$ cat src/rtl/lsl_pkg.sv
// ----------------------------------------------------------------------------
// lsl_pkg: shared types, constants and helpers of the stereo peak limiter
// fixed formats, sequencer states, tap weights, rounding and clamping
// ----------------------------------------------------------------------------
`timescale 1ns / 1ps
`default_nettype none
package lsl_pkg;

  localparam int SAMPLE_W      = 24;
  localparam int GAIN_W        = 24;
  localparam int MUL_W         = 26;
  localparam int PROD_W        = 2 * MUL_W;
  localparam int WEIGHT_W      = 21;
  localparam int ACC_W         = 50;
  localparam int PRED_W        = 25;
  localparam int QUOT_W        = 24;
  localparam int NUM_W         = 48;
  localparam int DELAY_DEPTH   = 64;
  localparam int HISTORY_DEPTH = 16;
  localparam int HIST_W        = 4;
  localparam int RAMP_LENGTH   = 4;

  localparam logic [GAIN_W-1:0] UNITY_GAIN  = 24'd8388608;
  localparam logic [23:0]       COEF_RISE   = 24'd16730677;
  localparam logic [23:0]       COEF_FALL   = 24'd16773721;
  localparam logic [23:0]       COEF_SECOND = 24'd16637987;

  typedef enum logic [3:0] {
    S_IDLE,
    S_MUL_L,
    S_MUL_R,
    S_RAMP,
    S_GAIN,
    S_SCAN,
    S_ENV1,
    S_ENV1W,
    S_ENV2W,
    S_SUM,
    S_PRED,
    S_DIV,
    S_FIN,
    S_PUSH
  } state_t;

  typedef struct packed {
    logic              start;
    logic [NUM_W-1:0]  num;
    logic [PRED_W-1:0] den;
  } div_req_t;

  typedef struct packed {
    logic              done;
    logic [QUOT_W-1:0] quot;
  } div_rsp_t;

  function automatic logic [WEIGHT_W-1:0] tap_weight(input logic [HIST_W-1:0] i);
    logic [WEIGHT_W-1:0] w;
    case (i)
      4'd0:    w = 21'd0;
      4'd1:    w = 21'd322370;
      4'd2:    w = 21'd632351;
      4'd3:    w = 21'd918031;
      4'd4:    w = 21'd1168431;
      4'd5:    w = 21'd1373930;
      4'd6:    w = 21'd1526629;
      4'd7:    w = 21'd1620661;
      4'd8:    w = 21'd1652412;
      4'd9:    w = 21'd1620661;
      4'd10:   w = 21'd1526629;
      4'd11:   w = 21'd1373930;
      4'd12:   w = 21'd1168431;
      4'd13:   w = 21'd918031;
      4'd14:   w = 21'd632351;
      4'd15:   w = 21'd322370;
      default: w = 21'd0;
    endcase
    return w;
  endfunction

  // round half up to Q1.23 and saturate
  function automatic logic [SAMPLE_W-1:0] sat_scale(input logic signed [PROD_W-1:0] prod);
    logic signed [PROD_W-1:0] t;
    logic [SAMPLE_W-1:0] r;
    t = (prod + 52'sd4194304) >>> 23;
    if (t > 52'sd8388607) r = 24'h7FFFFF;
    else if (t < -52'sd8388608) r = 24'h800000;
    else r = t[SAMPLE_W-1:0];
    return r;
  endfunction

  // envelope: p + round(coef * (old - p) / 2^24), clamped to 24 bits
  function automatic logic [23:0] env_calc(input logic [23:0] p,
                                           input logic signed [PROD_W-1:0] prod);
    logic signed [PROD_W-1:0] t;
    logic signed [28:0] e;
    logic [23:0] r;
    t = (prod + 52'sd8388608) >>> 24;
    e = $signed({5'b0, p}) + t[28:0];
    if (e < 29'sd0) r = 24'd0;
    else if (e > 29'sd16777215) r = 24'hFFFFFF;
    else r = e[23:0];
    return r;
  endfunction

endpackage
`default_nettype wire

$ cat src/rtl/lsl_mul.sv
// ----------------------------------------------------------------------------
// lsl_mul: shared signed multiplier
// one registered signed product per enabled cycle
// ----------------------------------------------------------------------------
`timescale 1ns / 1ps
`default_nettype none
module lsl_mul (
  input  wire logic                                clk,
  input  wire logic                                en,
  input  wire logic signed [lsl_pkg::MUL_W-1:0]    a,
  input  wire logic signed [lsl_pkg::MUL_W-1:0]    b,
  output logic signed [lsl_pkg::PROD_W-1:0]        prod
);
  always_ff @(posedge clk) begin
    if (en) begin
      prod <= a * b;
    end
  end
endmodule
`default_nettype wire

$ cat config.mk
export PLATFORM = sky130hd
export DESIGN_NAME = lsl_mul
export DESIGN_NICKNAME = d
export VERILOG_FILES = /design/src/rtl/lsl_pkg.sv /design/src/rtl/lsl_mul.sv
export SDC_FILE = /design/constraint.sdc
export NUM_CORES = 2
export LEC_CHECK = 0
export BUFFER_PORTS_ARGS = -buffer_cell sky130_fd_sc_hd__buf_2
export CELL_PAD_IN_SITES_DETAIL_PLACEMENT = 1
export CELL_PAD_IN_SITES_GLOBAL_PLACEMENT = 1
export CORE_ASPECT_RATIO = 1.2
export CORE_MARGIN = 4
export CORE_UTILIZATION = 49
export CTS_BUF_LIST = sky130_fd_sc_hd__clkbuf_8
export DETAILED_ROUTE_END_ITERATION = 10
export GPL_TIMING_DRIVEN = 0
export HOLD_SLACK_MARGIN = 0.06
export PLACE_DENSITY = 0.78
export SYNTH_ARGS = -nofsm -noshare
export SYNTH_HDL_FRONTEND = slang
export SYNTH_SLANG_ARGS = --single-unit
$ cat constraint.sdc
create_clock -name clk -period 11.65 [get_ports clk]
set_clock_uncertainty 0.2 [all_clocks]
set_input_delay 1.7475 -clock clk [delete_from_list [all_inputs] [get_ports clk]]
set_output_delay 1.7475 -clock clk [all_outputs]
set_load 0.03 [all_outputs]
==> results.sh <==
export IMPL_synth_top_area_share_pct=54.4
export IMPL_synth_most_common_cell="inv_1"
export IMPL_nNetsFinal=3776
export IMPL_rsz0062_at_grt="false"
export IMPL_yosysSeqAreaShare_pct=5.97
export IMPL_port_buffers=96
export IMPL_grt_pass1_wl_microns=139000
export IMPL_fp_dieH_microns=261
export IMPL_hold_start="b[0]"
export IMPL_synth_edff_count=52
export IMPL_fin_util_pct=52.4
export IMPL_timing_final_crit_period_ps=10090
export IMPL_largest_register="prod"
export IMPL_syn_cell_area_sq_um=26100
export IMPL_final_antenna_net_count=0
export IMPL_cts_made_buffers=5
export IMPL_ctsHoldBuffers=0
export IMPL_cp_required_ps=11540
export IMPL_cts_tree="done"
export IMPL_drt_total_wl_microns=92700
export IMPL_startpoint_type="input port"
export IMPL_htreeDepth=2
export IMPL_setup_worst_path_class="in -> reg"
export IMPL_antenna_found_initial=6
export IMPL_place_congestion=1.02
export IMPL_grt_overflow_total=0
export IMPL_ys_ff_latch=52
export IMPL_cts_buffer_depth=2
export IMPL_synth_common_cells="737 x inv_1, 710 x fa_1, 398 x nand2_1"
export IMPL_tightest_slew_ps=1240
export IMPL_synth_main_ff_cell="edfxtp_1"
export IMPL_min_to="prod[0]"
export IMPL_syn_area_per_cell_sq_um=9.46
export IMPL_period_share_pct=86.6
export IMPL_grt_pass1_vias=23400
export IMPL_grt_use_total_pct=33.4
export IMPL_maxCapViolations=0
export IMPL_arrival_ps=9970
export IMPL_hp_class="in -> reg"
export IMPL_syn2layout_area_growth_pct=5.63
export IMPL_cts_resized=0
export IMPL_top_regs="prod: 52 flops"
export IMPL_tns_ps=0
export IMPL_multi_input_area_sq_um=21300
export IMPL_firstDrtPassIters=5
export IMPL_crit_start="a[14]"
export IMPL_cts_setup_buffers=0
export IMPL_synthArstFlopShare_pct=0
export IMPL_drive_above_1_share_pct=4.26
export IMPL_synthTopCellsByArea="fa_1 54%, inv_1 11%, ha_1 7.0%"
export IMPL_fillers=6215
export IMPL_path_clk_slew_ps=120
export IMPL_fmax_mhz=99.2
export IMPL_clock_sinks=52
export IMPL_status="complete, no violations"
export IMPL_io_pins=106
export IMPL_syn_nets=3673
export IMPL_synth_distinct_cells=54
export IMPL_cp_end_kind="flop"
export IMPL_wl_per_cell_microns=25.9
export IMPL_drc_errors=0
export IMPL_die_w_microns=219
export IMPL_whs_ps=1680
export IMPL_hold_depth=2
export IMPL_crit_fanout=10
export IMPL_vias_per_cell=5.51
export IMPL_maxSlewViolCount=0
export IMPL_root_buffer="clkbuf_8"
export IMPL_hpwl_microns=80800
export IMPL_synthCells=2763
export IMPL_hold_viol_final=0
export IMPL_core_sq_um=52700
export IMPL_dieArea_sq_um=57100
export IMPL_largest_register_ffs=52
export IMPL_fp_row_count=92
export IMPL_setup_viol=0
export IMPL_grt_max_degree=53
export IMPL_yosysTopAreaCell="fa_1"
export IMPL_synth_warnings=0
export IMPL_vias=19700
export IMPL_slew_headroom_pct=17.2
export IMPL_regArea_sq_um=1560
export IMPL_start_util_pct=49.6
export IMPL_drt_iter0_drc=986
worst max-delay path: stages:
cell and delay, ps:
buf_2 310, clkbuf_1 760, nand2_1 150, fa_1 530
inv_1 70, fa_1 590, inv_1 80, fa_1 540
inv_1 60, fa_1 520, inv_1 70, fa_1 530
inv_1 50, fa_1 480, inv_1 50, fa_1 690
inv_1 100, ha_1 410, a21oi_1 110, o21ai_0 450
o21ai_0 170, o211ai_1 220, nand3_1 300, a211oi_1 660
nor3_1 110, nand4bb_1 210
worst max path at each step:
stage                     slack (ps)  cells after the start  endpoint
final                           1560                     26  prod[51]
after global routing            1310                     26  prod[51]
after CTS                       1790                     26  prod[51]
after detailed placement        1480                     26  prod[51]
after global placement          1580                     26  prod[51]
after floorplan                 3150                     22  prod[44]
routing by layer:
layer | global-route usage (%) | routed length (microns)
met2 | 58.8 | 47100
met3 | 3.95 | 4430
met1 | 36.1 | 30900
met5 | 0 | 16
met4 | 27.5 | 10100
final cells by class:
class,count,area share [%]
Sequential cell,52,5.66
Clock buffer,5,0.249
Multi-Input combinational cell,1851,77.3
Timing Repair Buffer,96,1.74
Antenna cell,5,0.0453
Inverter,737,10.0
Buffer,123,1.68
Tap cell,705,3.19
Clock inverter,3,0.104
cell families (layout without fill, tap and decap cells):
family / count (synthesis) / count (layout) / share of synthesized area, %
AOI/OAI and AO/OA: 160 / 160 / 4.08
buffers and inverters: 860 / 964 / 12.4
other: 0 / 5 / 0
adders and majority gates: 856 / 856 / 61.4
DFF: 52 / 52 / 5.97
xor gates and xnor gates: 57 / 57 / 1.91
and+or+nand+nor: 778 / 778 / 14.3
per-stage QoR:
step | worst slack [ps] | area [sq um] | std cells
global route | 1310 | 27600 | 3572
finish | 1560 | 27600 | 3577
detailed placement | 1480 | 27500 | 3564
floorplan | 3150 | 26100 | 2763
CTS | 1790 | 27600 | 3572
global placement | 1580 | 27500 | 3564
cell usage in the layout, fill, tap and decap left out, types with 2 or more instances in the layout:
master	synthesis	final
a21o_2	2	2
o211ai_1	7	7
o211ai_2	2	2
nor3_1	4	4
o21ai_0	25	25
nor2_1	50	50
a211oi_1	8	8
ha_1	146	146
nand4_1	11	11
inv_6	0	2
a21oi_1	55	55
buf_2	1	97
diode_2	0	5
nand2b_1	7	7
xor2_1	11	11
xnor2_1	46	46
inv_1	737	737
a221o_1	2	2
o22ai_1	2	2
a21oi_2	2	2
a221oi_1	2	2
or3_1	3	3
clkbuf_8	0	5
o2111ai_1	3	3
or2_2	3	3
nand2_1	398	398
o311ai_0	2	2
fa_1	710	710
or4_1	3	3
edfxtp_1	52	52
a31oi_1	4	4
clkbuf_1	122	122
nand3_1	11	11
and2_1	281	281
nor2b_1	2	2
o21a_1	4	4
a21o_1	18	18
o21bai_1	8	8
Power is left out: the tool's default activity adds up to more than one toggle a clock period on the data nets, which glitch-free logic cannot reach.
