[config.mk]
export PLATFORM = sky130hd
export DESIGN_NAME = lsl_div
export DESIGN_NICKNAME = d
export VERILOG_FILES = /design/src/rtl/lsl_pkg.sv /design/src/rtl/lsl_div.sv
export SDC_FILE = /design/constraint.sdc
export NUM_CORES = 1
export LEC_CHECK = 0
export BUFFER_PORTS_ARGS = -buffer_cell sky130_fd_sc_hd__buf_4
export CAP_MARGIN = 20
export CORE_ASPECT_RATIO = 0.8
export CORE_MARGIN = 1
export CORE_UTILIZATION = 30
export DETAILED_ROUTE_END_ITERATION = 16
export GPL_TIMING_DRIVEN = 0
export PLACE_DENSITY = 0.51
export SLEW_MARGIN = 20
export SYNTH_ARGS = -nofsm -noshare
export SYNTH_HDL_FRONTEND = slang
export SYNTH_SLANG_ARGS = --single-unit
[constraint.sdc]
create_clock -name clk -period 5.95 [get_ports clk]
set_input_delay 0.2975 -clock clk [delete_from_list [all_inputs] [get_ports clk]]
set_output_delay 0.2975 -clock clk [all_outputs]
set_load 0.02 [all_outputs]
[src/rtl/lsl_pkg.sv]
// ----------------------------------------------------------------------------
// lsl_pkg: shared types, constants and helpers of the stereo peak limiter
// fixed formats, sequencer states, tap weights, rounding and clamping
// ----------------------------------------------------------------------------
`timescale 1ns / 1ps
`default_nettype none
package lsl_pkg;

  localparam int SAMPLE_W      = 24;
  localparam int GAIN_W        = 24;
  localparam int MUL_W         = 26;
  localparam int PROD_W        = 2 * MUL_W;
  localparam int WEIGHT_W      = 21;
  localparam int ACC_W         = 50;
  localparam int PRED_W        = 25;
  localparam int QUOT_W        = 24;
  localparam int NUM_W         = 48;
  localparam int DELAY_DEPTH   = 64;
  localparam int HISTORY_DEPTH = 16;
  localparam int HIST_W        = 4;
  localparam int RAMP_LENGTH   = 4;

  localparam logic [GAIN_W-1:0] UNITY_GAIN  = 24'd8388608;
  localparam logic [23:0]       COEF_RISE   = 24'd16730677;
  localparam logic [23:0]       COEF_FALL   = 24'd16773721;
  localparam logic [23:0]       COEF_SECOND = 24'd16637987;

  typedef enum logic [3:0] {
    S_IDLE,
    S_MUL_L,
    S_MUL_R,
    S_RAMP,
    S_GAIN,
    S_SCAN,
    S_ENV1,
    S_ENV1W,
    S_ENV2W,
    S_SUM,
    S_PRED,
    S_DIV,
    S_FIN,
    S_PUSH
  } state_t;

  typedef struct packed {
    logic              start;
    logic [NUM_W-1:0]  num;
    logic [PRED_W-1:0] den;
  } div_req_t;

  typedef struct packed {
    logic              done;
    logic [QUOT_W-1:0] quot;
  } div_rsp_t;

  function automatic logic [WEIGHT_W-1:0] tap_weight(input logic [HIST_W-1:0] i);
    logic [WEIGHT_W-1:0] w;
    case (i)
      4'd0:    w = 21'd0;
      4'd1:    w = 21'd322370;
      4'd2:    w = 21'd632351;
      4'd3:    w = 21'd918031;
      4'd4:    w = 21'd1168431;
      4'd5:    w = 21'd1373930;
      4'd6:    w = 21'd1526629;
      4'd7:    w = 21'd1620661;
      4'd8:    w = 21'd1652412;
      4'd9:    w = 21'd1620661;
      4'd10:   w = 21'd1526629;
      4'd11:   w = 21'd1373930;
      4'd12:   w = 21'd1168431;
      4'd13:   w = 21'd918031;
      4'd14:   w = 21'd632351;
      4'd15:   w = 21'd322370;
      default: w = 21'd0;
    endcase
    return w;
  endfunction

  // round half up to Q1.23 and saturate
  function automatic logic [SAMPLE_W-1:0] sat_scale(input logic signed [PROD_W-1:0] prod);
    logic signed [PROD_W-1:0] t;
    logic [SAMPLE_W-1:0] r;
    t = (prod + 52'sd4194304) >>> 23;
    if (t > 52'sd8388607) r = 24'h7FFFFF;
    else if (t < -52'sd8388608) r = 24'h800000;
    else r = t[SAMPLE_W-1:0];
    return r;
  endfunction

  // envelope: p + round(coef * (old - p) / 2^24), clamped to 24 bits
  function automatic logic [23:0] env_calc(input logic [23:0] p,
                                           input logic signed [PROD_W-1:0] prod);
    logic signed [PROD_W-1:0] t;
    logic signed [28:0] e;
    logic [23:0] r;
    t = (prod + 52'sd8388608) >>> 24;
    e = $signed({5'b0, p}) + t[28:0];
    if (e < 29'sd0) r = 24'd0;
    else if (e > 29'sd16777215) r = 24'hFFFFFF;
    else r = e[23:0];
    return r;
  endfunction

endpackage
`default_nettype wire

[src/rtl/lsl_div.sv]
// ----------------------------------------------------------------------------
// lsl_div: iterative restoring divider
// one quotient bit a cycle, quotient known to fit QUOT_W bits
// ----------------------------------------------------------------------------
`timescale 1ns / 1ps
`default_nettype none
module lsl_div (
  input  wire logic              clk,
  input  wire logic              rst,
  input  wire lsl_pkg::div_req_t req,
  output lsl_pkg::div_rsp_t      rsp
);
  localparam int CNT_W = $clog2(lsl_pkg::QUOT_W + 1);
  localparam int LO_W  = lsl_pkg::NUM_W - lsl_pkg::QUOT_W;

  logic [lsl_pkg::PRED_W:0]    rem;
  logic [lsl_pkg::PRED_W-1:0]  den;
  logic [lsl_pkg::QUOT_W-1:0]  nlo;
  logic [lsl_pkg::QUOT_W-1:0]  quot;
  logic [CNT_W-1:0]            cnt;
  logic                        done;
  logic [lsl_pkg::PRED_W:0]    r2;

  assign r2 = {rem[lsl_pkg::PRED_W-1:0], nlo[lsl_pkg::QUOT_W-1]};

  always_ff @(posedge clk) begin
    if (rst) begin
      cnt  <= '0;
      done <= 1'b0;
    end else begin
      done <= 1'b0;
      if (req.start) begin
        cnt <= CNT_W'(lsl_pkg::QUOT_W);
      end else if (cnt != '0) begin
        cnt <= cnt - 1'b1;
        if (cnt == CNT_W'(1)) done <= 1'b1;
      end
    end
  end

  always_ff @(posedge clk) begin
    if (req.start) begin
      rem <= {{(lsl_pkg::PRED_W + 1 - LO_W){1'b0}}, req.num[lsl_pkg::NUM_W-1 -: LO_W]};
      nlo <= req.num[lsl_pkg::QUOT_W-1:0];
      den <= req.den;
      quot <= '0;
    end else if (cnt != '0) begin
      nlo <= {nlo[lsl_pkg::QUOT_W-2:0], 1'b0};
      if (r2 >= {1'b0, den}) begin
        rem  <= r2 - {1'b0, den};
        quot <= {quot[lsl_pkg::QUOT_W-2:0], 1'b1};
      end else begin
        rem  <= r2;
        quot <= {quot[lsl_pkg::QUOT_W-2:0], 1'b0};
      end
    end
  end

  assign rsp.done = done;
  assign rsp.quot = quot;
endmodule
`default_nettype wire

==> impl_results.md, run 1 <==
* Status: completed
* IO Port Bufs at 100
* Post-synth top area share at 37.3%
* Worst-Margin Slew at 958 ps
* Max Used Layer: met4
* Residual DRC at 0
* Pins over their slew limit at 0
* Total CTS buffers at 9
* P_int at 1890 µW
* Routed length on met1 at 7480 µm
* Avg WL per Cell at 16.5 µm
* Synth top cells by count: edfxtp_1, nand2_1, a21oi_1, nor2_1, inv_1
* Worst Skew at 10.1 ps
* Area growth syn-to-layout at 23.4%
* Most frequent cell after synthesis: edfxtp_1
* Routed wl met3 at 945 µm
* Fin crit share at 52.2%
* RSZ-0062 raised after global routing: false
* CTS Root Cell: clkbuf_16
* Hold buffers post-CTS at 0
* Post-synth design cell area at 5880 µm²
* Core area at 19100 µm²
* Clk network pwr share at 18.9%
* GRT overflow at 0
* Final ANT Viol Nets at 0
* Htree depth at 3
* Net Sw Frac at 41.1%
* Power Density at 441 nW/µm²
* Crit Path Class: reg2reg
* Headroom to the max-slew limit at 36.0%
* Cell taking the most area after synthesis: edfxtp_1
* Register area share after synthesis at 47.8%
* Starting density of the core at 30.8%
* Initial DRT Pass Iterations at 4
* Sequential power share at 32.7%
* Syn avg cell area at 10.3 µm²
* Setup Fix Bufs, Post-CTS at 0
* # IOs at 101
* Maximum VDD drop at 138 µV
* Share of layout cells above drive strength 1 at 26.5%
* Commonest register cell after synthesis: edfxtp_1
* P_sw at 1310 µW
* # setup viols final at 0
* Hold Path Class: in2reg
* Final HPWL DP at 11400 µm
* Ant diodes at 0
* Post-synthesis cell type count at 66
* Mapped Cells at 570
* Tmin final at 3100 ps
* Final WL at 15600 µm
* Fill cell count at 1927
* Async set-reset flop share out of synthesis at 0%
* Vias in the first global route at 4765
* Initial DRC count at 326
* Worst path required time at 6160 ps
* Resize count post-CTS at 0
* Initial antenna violation count at 0
* Placer Congestion at 0.881
* DIE AREA at 20200 µm²
* Max FO, Critical Path at 5
* P_leak at 0.00282 µW
* Crit. End Element: register
* Comb power frac at 48.4%
* First-pass GRT wire length at 25000 µm
* Largest net degree at the start of global routing at 49
* Post-Route Setup TNS at 0 ps
* Post-synth EDFFs at 73
* Arr. time, crit path at 3310 ps
* Die height at 127 µm
* Vias at 4747
* Multi-input logic area at 2770 µm²
* YS warnings at 0
* FMAX at 322 MHz
* Hold Fails Final Rpt at 0
* Post-DR vias/cell at 5.03
* Setup slack, reg-to-reg at 2850 ps
* Clock tree buffer depth at 2
* Synth Register Bits at 104
* Row count at 45
* Startpoint type of the worst setup path: register
* Fin Hold WS at 107 ps
* Routed wl met2 at 6760 µm
* Aggregate global-route resource usage at 16.3%
* Seq. cell area at 2810 µm²
* Clk Latency, worst-skew pair at 360 ps
* Clk pin slew, worst setup/hold paths at 80 ps
* Syn Nets at 675
* Synth area leaders: edfxtp_1, dfxtp_1, ha_1
* MaxCap Viol Count at 0
* Layout Nets at 786
* Die span in x at 159 µm
* CTS tree: yes
* Clk sink count at 104
## logic make-up after synthesis
kind of cell             synth area share [%]
flip-flops                               47.8
AO/OA/AOI/OAI                            18.8
XOR/XNOR                                 3.13
adder cells (fa/ha/maj)                  6.30
AND/OR/NAND/NOR                          14.0
buffers and inverters                    5.19
multiplexers                             4.75
## flip-flops by register name, indices dropped and copies added, names as in the netlist
name,cells
cnt,5
done,1
quot,24
den,25
rem,25
nlo,24
## layout by cell type (no fill, tap or decap), types with 3 or more instances in the layout
master	n
nor3_1	9
a211oi_2	3
a41oi_2	5
o21ai_1	12
mux2_2	23
a2111oi_2	3
o21ai_0	8
a21oi_1	49
nor4_1	4
o31a_1	3
nor2_1	33
dfxtp_1	31
a21o_1	5
xnor2_1	18
a31oi_1	16
buf_6	4
o311ai_2	3
buf_4	103
nand3b_1	3
o31ai_2	6
nor2b_1	3
o31ai_1	3
o21a_1	6
nand2b_1	6
clkbuf_16	9
xor2_1	3
edfxtp_1	73
nand4_1	9
nand3_1	17
clkbuf_1	19
o211ai_1	3
inv_1	32
ha_1	28
a211oi_1	3
and2_1	8
buf_2	7
nand2_1	70
## final timing paths
check             startpoint       end  cells past startpoint
hold reg to reg     quot[10]  quot[10]                      2
hold / removal       req[23]   den[23]                      1
setup / recovery      den[1]   rem[17]                      9
setup reg to reg      den[1]   rem[17]                      9
## critical path, cell delays in order, from the launching register on
cell	delay, ps
edfxtp_1	430
inv_1	80
ha_1	230
nor2b_1	150
o31ai_1	720
a21oi_1	350
a221oi_2	470
mux2i_1	240
o22ai_1	100
a31oi_1	190
## metal layers
layer	up-vias	global-route usage [%]
li1	2317	-
met1	2269	22.4
met2	134	24.6
met3	27	4.14
met4	0	6.17
met5	-	0
## power by group through the flow
stage	registers [µW]	logic (µW)	clock network [µW]
floorplan	1030	1170	0
global placement	1060	1520	0
detailed placement	1060	1530	0
CTS	1050	1540	628
global route	1060	1720	654
finish	1050	1550	605
## layout make-up
| cell class | count | area share [%] |
|---|---|---|
| buffer | 35 | 2.50 |
| clock buffer | 9 | 3.10 |
| clock inverter | 7 | 0.983 |
| inverter | 33 | 1.71 |
| multi-input combinational | 398 | 38.2 |
| sequential | 104 | 38.8 |
| tap | 258 | 4.45 |
| timing repair buffer | 100 | 10.3 |
## through the flow
| step | setup WS [ps] | std cells | utilization, % | total power, µW | instance area (µm²) |
|---|---|---|---|---|---|
| 5_1_grt | 2640 | 944 | 38.0 | 3440 | 7260 |
| 6_report | 2850 | 944 | 38.0 | 3200 | 7260 |
| 3_5_place_dp | 2940 | 928 | 36.5 | 2590 | 6960 |
| 4_1_cts | 2910 | 944 | 38.0 | 3210 | 7260 |
| 3_3_place_gp | 1960 | 928 | 36.4 | 2580 | 6950 |
| 2_1_floorplan | 3020 | 570 | - | 2200 | 5880 |
(Power assumes the default switching activity.)
==> run 2, diff against run 1 <==
- PLACE_DENSITY: 0.51 -> 0.53
- clock period: 5.95 -> 2.5 ns (I/O delays scaled with it)
==> impl_results.md, run 2 (synthesized netlist as in run 1, its figures left out) <==
* Vias at 5084 (+7.1%)
* Clk Latency, worst-skew pair at 360 ps (about the same)
* Share of layout cells above drive strength 1 at 36.0% (+9.5 points)
* Most frequent cells in the layout: buf_4, edfxtp_1, nand2_1
* IO Port Bufs at 100 (unchanged)
* Final worst slack at -164 ps (-3010 ps)
* Hold Fails Final Rpt at 0 (unchanged)
* Residual DRC at 0 (unchanged)
* Maximum VDD drop at 403 µV (+190%)
* P_sw at 3680 µW (+180%)
* Arr. time, crit path at 2750 ps (-560 ps)
* Setup slack, reg-to-reg at -160 ps (-3010 ps)
* Worst Skew at 11.0 ps (+0.877 ps)
* Largest net degree at the start of global routing at 49 (unchanged)
* CTS Root Cell: clkbuf_16
* Setup slack at placement at -502 ps (-3440 ps)
* Initial DRT Pass Iterations at 5 (+1)
* GRT overflow at 0 (unchanged)
* Comb power frac at 55.4% (+7.0 points)
* Die span in x at 159 µm (unchanged)
* Worst reg2reg path startpoint: rem[10]
* R2r worst-path depth at 11 (+2)
* Worst-Margin Slew at 849 ps (-109 ps)
* Clk pin slew, worst setup/hold paths at 80 ps (about the same)
* Final WL at 17300 µm (+11%)
* # IOs at 101 (unchanged)
* MaxCap Viol Count at 0 (unchanged)
* Layout Nets at 841 (+7.0%)
* Crit. End Element: register
* Startpoint type of the worst setup path: register
* Clk network pwr share at 16.3% (-2.6 points)
* Vias in the first global route at 5039 (+5.8%)
* Final HPWL DP at 11400 µm (-0.13%)
* Initial DRC count at 317 (-2.8%)
* RSZ-0062 raised after global routing: true
* Area growth syn-to-layout at 41.2%
* CTS tree: yes
* Top flop regs: den: 25 flops, rem: 25 flops
* # setup viols final at 24 (+24)
* Headroom to the max-slew limit at 43.4% (+7.4 points)
* Placer Congestion at 0.883 (+0.16%)
* Commonest non-fill, non-tap cell in the layout: buf_4
* Clk sink count at 104 (unchanged)
* Core area at 19100 µm² (unchanged)
* Worst Hold Path EP: nlo[0]
* Hold_sp: req[25]
* Fill cell count at 1802 (-6.5%)
* Tmin final at 2660 ps (-441 ps)
* First-pass GRT wire length at 26300 µm (+5.1%)
* Clock tree buffer depth at 2 (unchanged)
* Area of placed instances at 6960 µm² (about the same)
* Sequential power share at 28.3% (-4.4 points)
* Total CTS buffers at 9 (unchanged)
* Net Sw Frac at 41.0% (-0.077 points)
* P_int at 5310 µW (+180%)
* Ant diodes at 0 (unchanged)
* Avg WL per Cell at 17.3 µm (+5.0%)
* Pins over their slew limit at 0 (unchanged)
* Initial antenna violation count at 0 (unchanged)
* Crit Path Class: reg2reg
* Row count at 45 (unchanged)
* Post-DR vias/cell at 5.09 (+1.2%)
* Hold Path Cell Cnt at 2 (+1)
* FMAX at 375 MHz (+17%)
* Hold Path Class: in2reg
* Die height at 127 µm (unchanged)
* DIE AREA at 20200 µm² (unchanged)
* Failing checks: negative setup slack
* Post-Route Setup TNS at -2650 ps (-2650 ps)
* Power Density at 1080 nW/µm² (+150%)
* Status: finished, violations left
* Post-route cell area at 8300 µm² (+14%)
* Fin crit share at 107% (+54 points)
* Worst path required time at 2590 ps (-3570 ps)
* Starting density of the core at 30.8% (unchanged)
* Max FO, Critical Path at 7 (+2)
* Reg2reg end: rem[22]
* P_leak at 0.00318 µW (+13%)
* Aggregate global-route resource usage at 16.9% (+0.57 points)
* Final ANT Viol Nets at 0 (unchanged)
* Htree depth at 3 (unchanged)
[run 2: changes by cell type in the layout (fill, tap and decap cells not counted), moves of 5 or more]
cell,delta
nand3_1,-9
ha_4,+11
nand3_2,+8
dlygate4sd3_1,+26
buf_4,+31
buf_2,-5
ha_1,-13
a21oi_1,-7
[run 2: metrics by stage]
stage                     instances  hold WS [ps]  power, µW  utilization [%]
final                           999          53.0       8990             43.5
after global routing            999          42.9       9500             43.5
after CTS                       981          39.4       8270             41.3
after detailed placement        928           304       6160             36.5
after global placement          928           305       6110             36.5
after floorplan                 570           194       5240                -
[run 2: cell type report]
class	instances	area, µm²	area share, %
Tap cell	258	323	3.89
Inverter	33	124	1.49
Clock buffer	10	239	2.88
Sequential cell	104	2810	33.9
Clock inverter	6	62.6	0.754
Timing Repair Buffer	160	1310	15.8
Buffer	30	186	2.25
Multi-Input combinational cell	398	3250	39.1
[run 2: worst max-delay path: stages, from the launching register on]
cell and delay, ps:
edfxtp_1 400, ha_1 320, buf_6 130, nand4_1 170, a211oi_2 230, a21boi_4 260
o211ai_4 120, a21o_1 210, buf_6 150, buf_12 140, a41oi_2 180, o31ai_2 90
[run 2: worst max path at each step]
stage	startpoint	slack, ps	depth (start not counted)	to
floorplan	rem[6]	10	8	rem[16]
global placement	cnt[0]	-700	5	rem[11]
detailed placement	den[1]	-500	9	rem[17]
CTS	rem[12]	-90	11	rem[22]
global route	rem[10]	-290	11	rem[20]
finish	rem[10]	-160	11	rem[22]
[run 2: power groups by stage]
stage / clock network (µW) / logic (µW) / registers, µW
finish: 1470 / 4980 / 2540
global route: 1580 / 5330 / 2580
CTS: 1530 / 4240 / 2510
detailed placement: 0 / 3650 / 2510
global placement: 0 / 3600 / 2510
floorplan: 0 / 2780 / 2460
[run 2: per-layer routing]
layer	vias up	part of all wire (%)	GRT usage (%)
met1	2418	46	22.9
met2	196	45	27.0
met4	0	2.3	5.43
li1	2435	-	-
met5	-	0	0
met3	35	6.2	3.32
[run 2: repair_timing]
item,in CTS,in global routing
setup endpoints to repair,74,42
gates cloned,0,3
resized for setup,46,47
hold buffers,26,0
pin swaps,22,23
setup buffers,13,18
hold endpoints to repair,30,0
==> run 3, diff against run 2 <==
- PLACE_DENSITY: 0.53 -> 0.51
- RECOVER_POWER: default -> 25
- clock period: 2.5 -> 3 ns (I/O delays scaled with it)
==> impl_results.md, run 3 (synthesized netlist as in run 1, its figures left out) <==
* Status: completed
* Ant diodes at 0 (unchanged)
* Most Used Layer, Global Route: met2
* Row count at 45 (unchanged)
* R2r worst-path depth at 11 (unchanged)
* DIE AREA at 20200 µm² (unchanged)
* Hold_sp: req[25]
* Tmin final at 2880 ps (+218 ps)
* Hold Path Cell Cnt at 2 (unchanged)
* Power Density at 850 nW/µm² (-21%)
* Top flop regs: den: 25 flops, rem: 25 flops
* Die span in x at 159 µm (unchanged)
* Die height at 127 µm (unchanged)
* Headroom to the max-slew limit at 46.8% (+3.4 points)
* GRT overflow at 0 (unchanged)
* Avg WL per Cell at 16.1 µm (-6.7%)
* Fill cell count at 1912 (+6.1%)
* # IOs at 101 (unchanged)
* Worst Hold Path EP: nlo[0]
* Initial DRC count at 371 (+17%)
* Arr. time, crit path at 2970 ps (+220 ps)
* Maximum VDD drop at 272 µV (-32%)
* Clk sink count at 104 (unchanged)
* Final HPWL DP at 11400 µm (+0.13%)
* Final ANT Viol Nets at 0 (unchanged)
* FMAX at 347 MHz (-7.5%)
* CTS Root Cell: clkbuf_16
* Area growth syn-to-layout at 29.3%
* Htree depth at 3 (unchanged)
* Max FO, Critical Path at 10 (+3)
* P_leak at 0.00295 µW (-7.3%)
* Residual DRC at 0 (unchanged)
* Worst-Margin Slew at 798 ps (-51.2 ps)
* Share of layout cells above drive strength 1 at 26.8% (-9.3 points)
* Commonest non-fill, non-tap cell in the layout: buf_4
* Reg2reg end: rem[21]
* Vias in the first global route at 4883 (-3.1%)
* Worst reg2reg path startpoint: rem[15]
* Crit. End Element: register
* Largest net degree at the start of global routing at 49 (unchanged)
* Clock tree buffer depth at 2 (unchanged)
* Core area at 19100 µm² (unchanged)
* Startpoint type of the worst setup path: register
* Total CTS buffers at 9 (unchanged)
* Setup slack, reg-to-reg at 120 ps (+280 ps)
* First-pass GRT wire length at 25200 µm (-3.9%)
* Core Util, Final at 39.8% (-3.7 points)
* Clk Latency, worst-skew pair at 360 ps (about the same)
* Final total power at 6470 µW (-28%)
* Worst path required time at 3090 ps (+500 ps)
* Worst Skew at 10.9 ps (-0.0923 ps)
* IO Port Bufs at 100 (unchanged)
* Fin crit share at 96.0% (-11 points)
* Hold Fails Final Rpt at 0 (unchanged)
* CTS tree: yes
* MaxCap Viol Count at 0 (unchanged)
* Seq. cell area at 2810 µm² (unchanged)
* Layout Nets at 814 (-3.2%)
* Placer Congestion at 0.881 (-0.16%)
* # setup viols final at 0 (-100%)
* Most frequent cells in the layout: buf_4, edfxtp_1, nand2_1
* RSZ-0062 raised after global routing: false
* Met1 GRT Util at 22.7% (-0.23 points)
* Aggregate global-route resource usage at 16.4% (-0.47 points)
* Starting density of the core at 30.8% (unchanged)
* Multi-input logic area at 2840 µm² (-13%)
* Clk pin slew, worst setup/hold paths at 80 ps (about the same)
* M2 GR Usage at 24.7% (-2.3 points)
* Vias at 4846 (-4.7%)
* Initial DRT Pass Iterations at 5 (unchanged)
* Met3 usage at 3.77% (+0.44 points)
* Crit Path Class: reg2reg
* Hold Path Class: in2reg
* Post-DR vias/cell at 4.99 (-2.0%)
* Initial antenna violation count at 0 (unchanged)
* Final WL at 15700 µm (-9.2%)
* Pins over their slew limit at 0 (unchanged)
## run 3: cell types whose count changed in the layout (fill, tap and decap cells not counted), sizes merged
cell    previous run  this run
clkbuf            29        54
inv               38        37
buf              145        92
clkinv             1         3
## run 3: cell type report
class | instances | area share (%)
sequential | 104 | 37.0
clock inverter | 7 | 0.938
multi-input combinational | 398 | 37.3
buffer | 35 | 2.42
tap | 258 | 4.25
timing repair buffer | 128 | 13.5
inverter | 33 | 1.63
clock buffer | 9 | 2.96
## run 3: how the worst max path moves through the flow
stage | start | end | slack, ps | depth (start not counted)
2_1_floorplan | cnt[0] | nlo[0] | 70 | 5
3_3_place_gp | cnt[0] | rem[11] | -990 | 5
3_5_place_dp | den[1] | rem[17] | -8 | 9
4_1_cts | cnt[0] | rem[14] | 40 | 5
5_1_grt | rem[15] | rem[18] | 20 | 11
6_report | rem[15] | rem[21] | 120 | 11
## run 3: per-layer routing
| layer | share of wire, % | vias to the layer above | routed length (µm) |
|---|---|---|---|
| met1 | 49 | 2315 | 7620 |
| met4 | 2.8 | 0 | 440 |
| met2 | 43 | 137 | 6800 |
| met3 | 5.3 | 27 | 837 |
| li1 | - | 2367 | - |
| met5 | 0 | - | 0 |
## run 3: power breakdown
part	switching, µW	internal [µW]
registers	170	1900
clock network	606	591
logic	1880	1320
## run 3: timing repair
item | 4_1_cts | 5_1_grt
endpoints found under the setup margin | 1 | 69
pin swaps | 0 | 3
buffers inserted | 0 | 2
resized for setup | 1 | 12
gates cloned | 0 | 0
hold endpoints to repair | 30 | 0
hold buffers | 26 | 0
## run 3: worst max-delay path, cell delays in order, from the launching register on
cell and delay (ps):
edfxtp_1 470, ha_1 310, buf_2 190, and3_1 260, nand2_1 130, nor4_2 330, nor3_2 110, a21o_1 200
buf_6 140, buf_6 160, a41oi_2 210, o31ai_2 90
## run 3: through the flow
| stage | std cells | area, µm² | hold slack, ps | setup slack (ps) | setup TNS, ps |
|---|---|---|---|---|---|
| floorplan | 570 | 5880 | 219 | 71.3 | 0 |
| global placement | 928 | 6950 | 330 | -988 | -47290 |
| detailed placement | 928 | 6960 | 330 | -7.70 | -7.70 |
| CTS | 970 | 7520 | 59.4 | 40.9 | 0 |
| global route | 972 | 7600 | 57.9 | 15.3 | 0 |
| finish | 972 | 7600 | 72.0 | 119 | 0 |
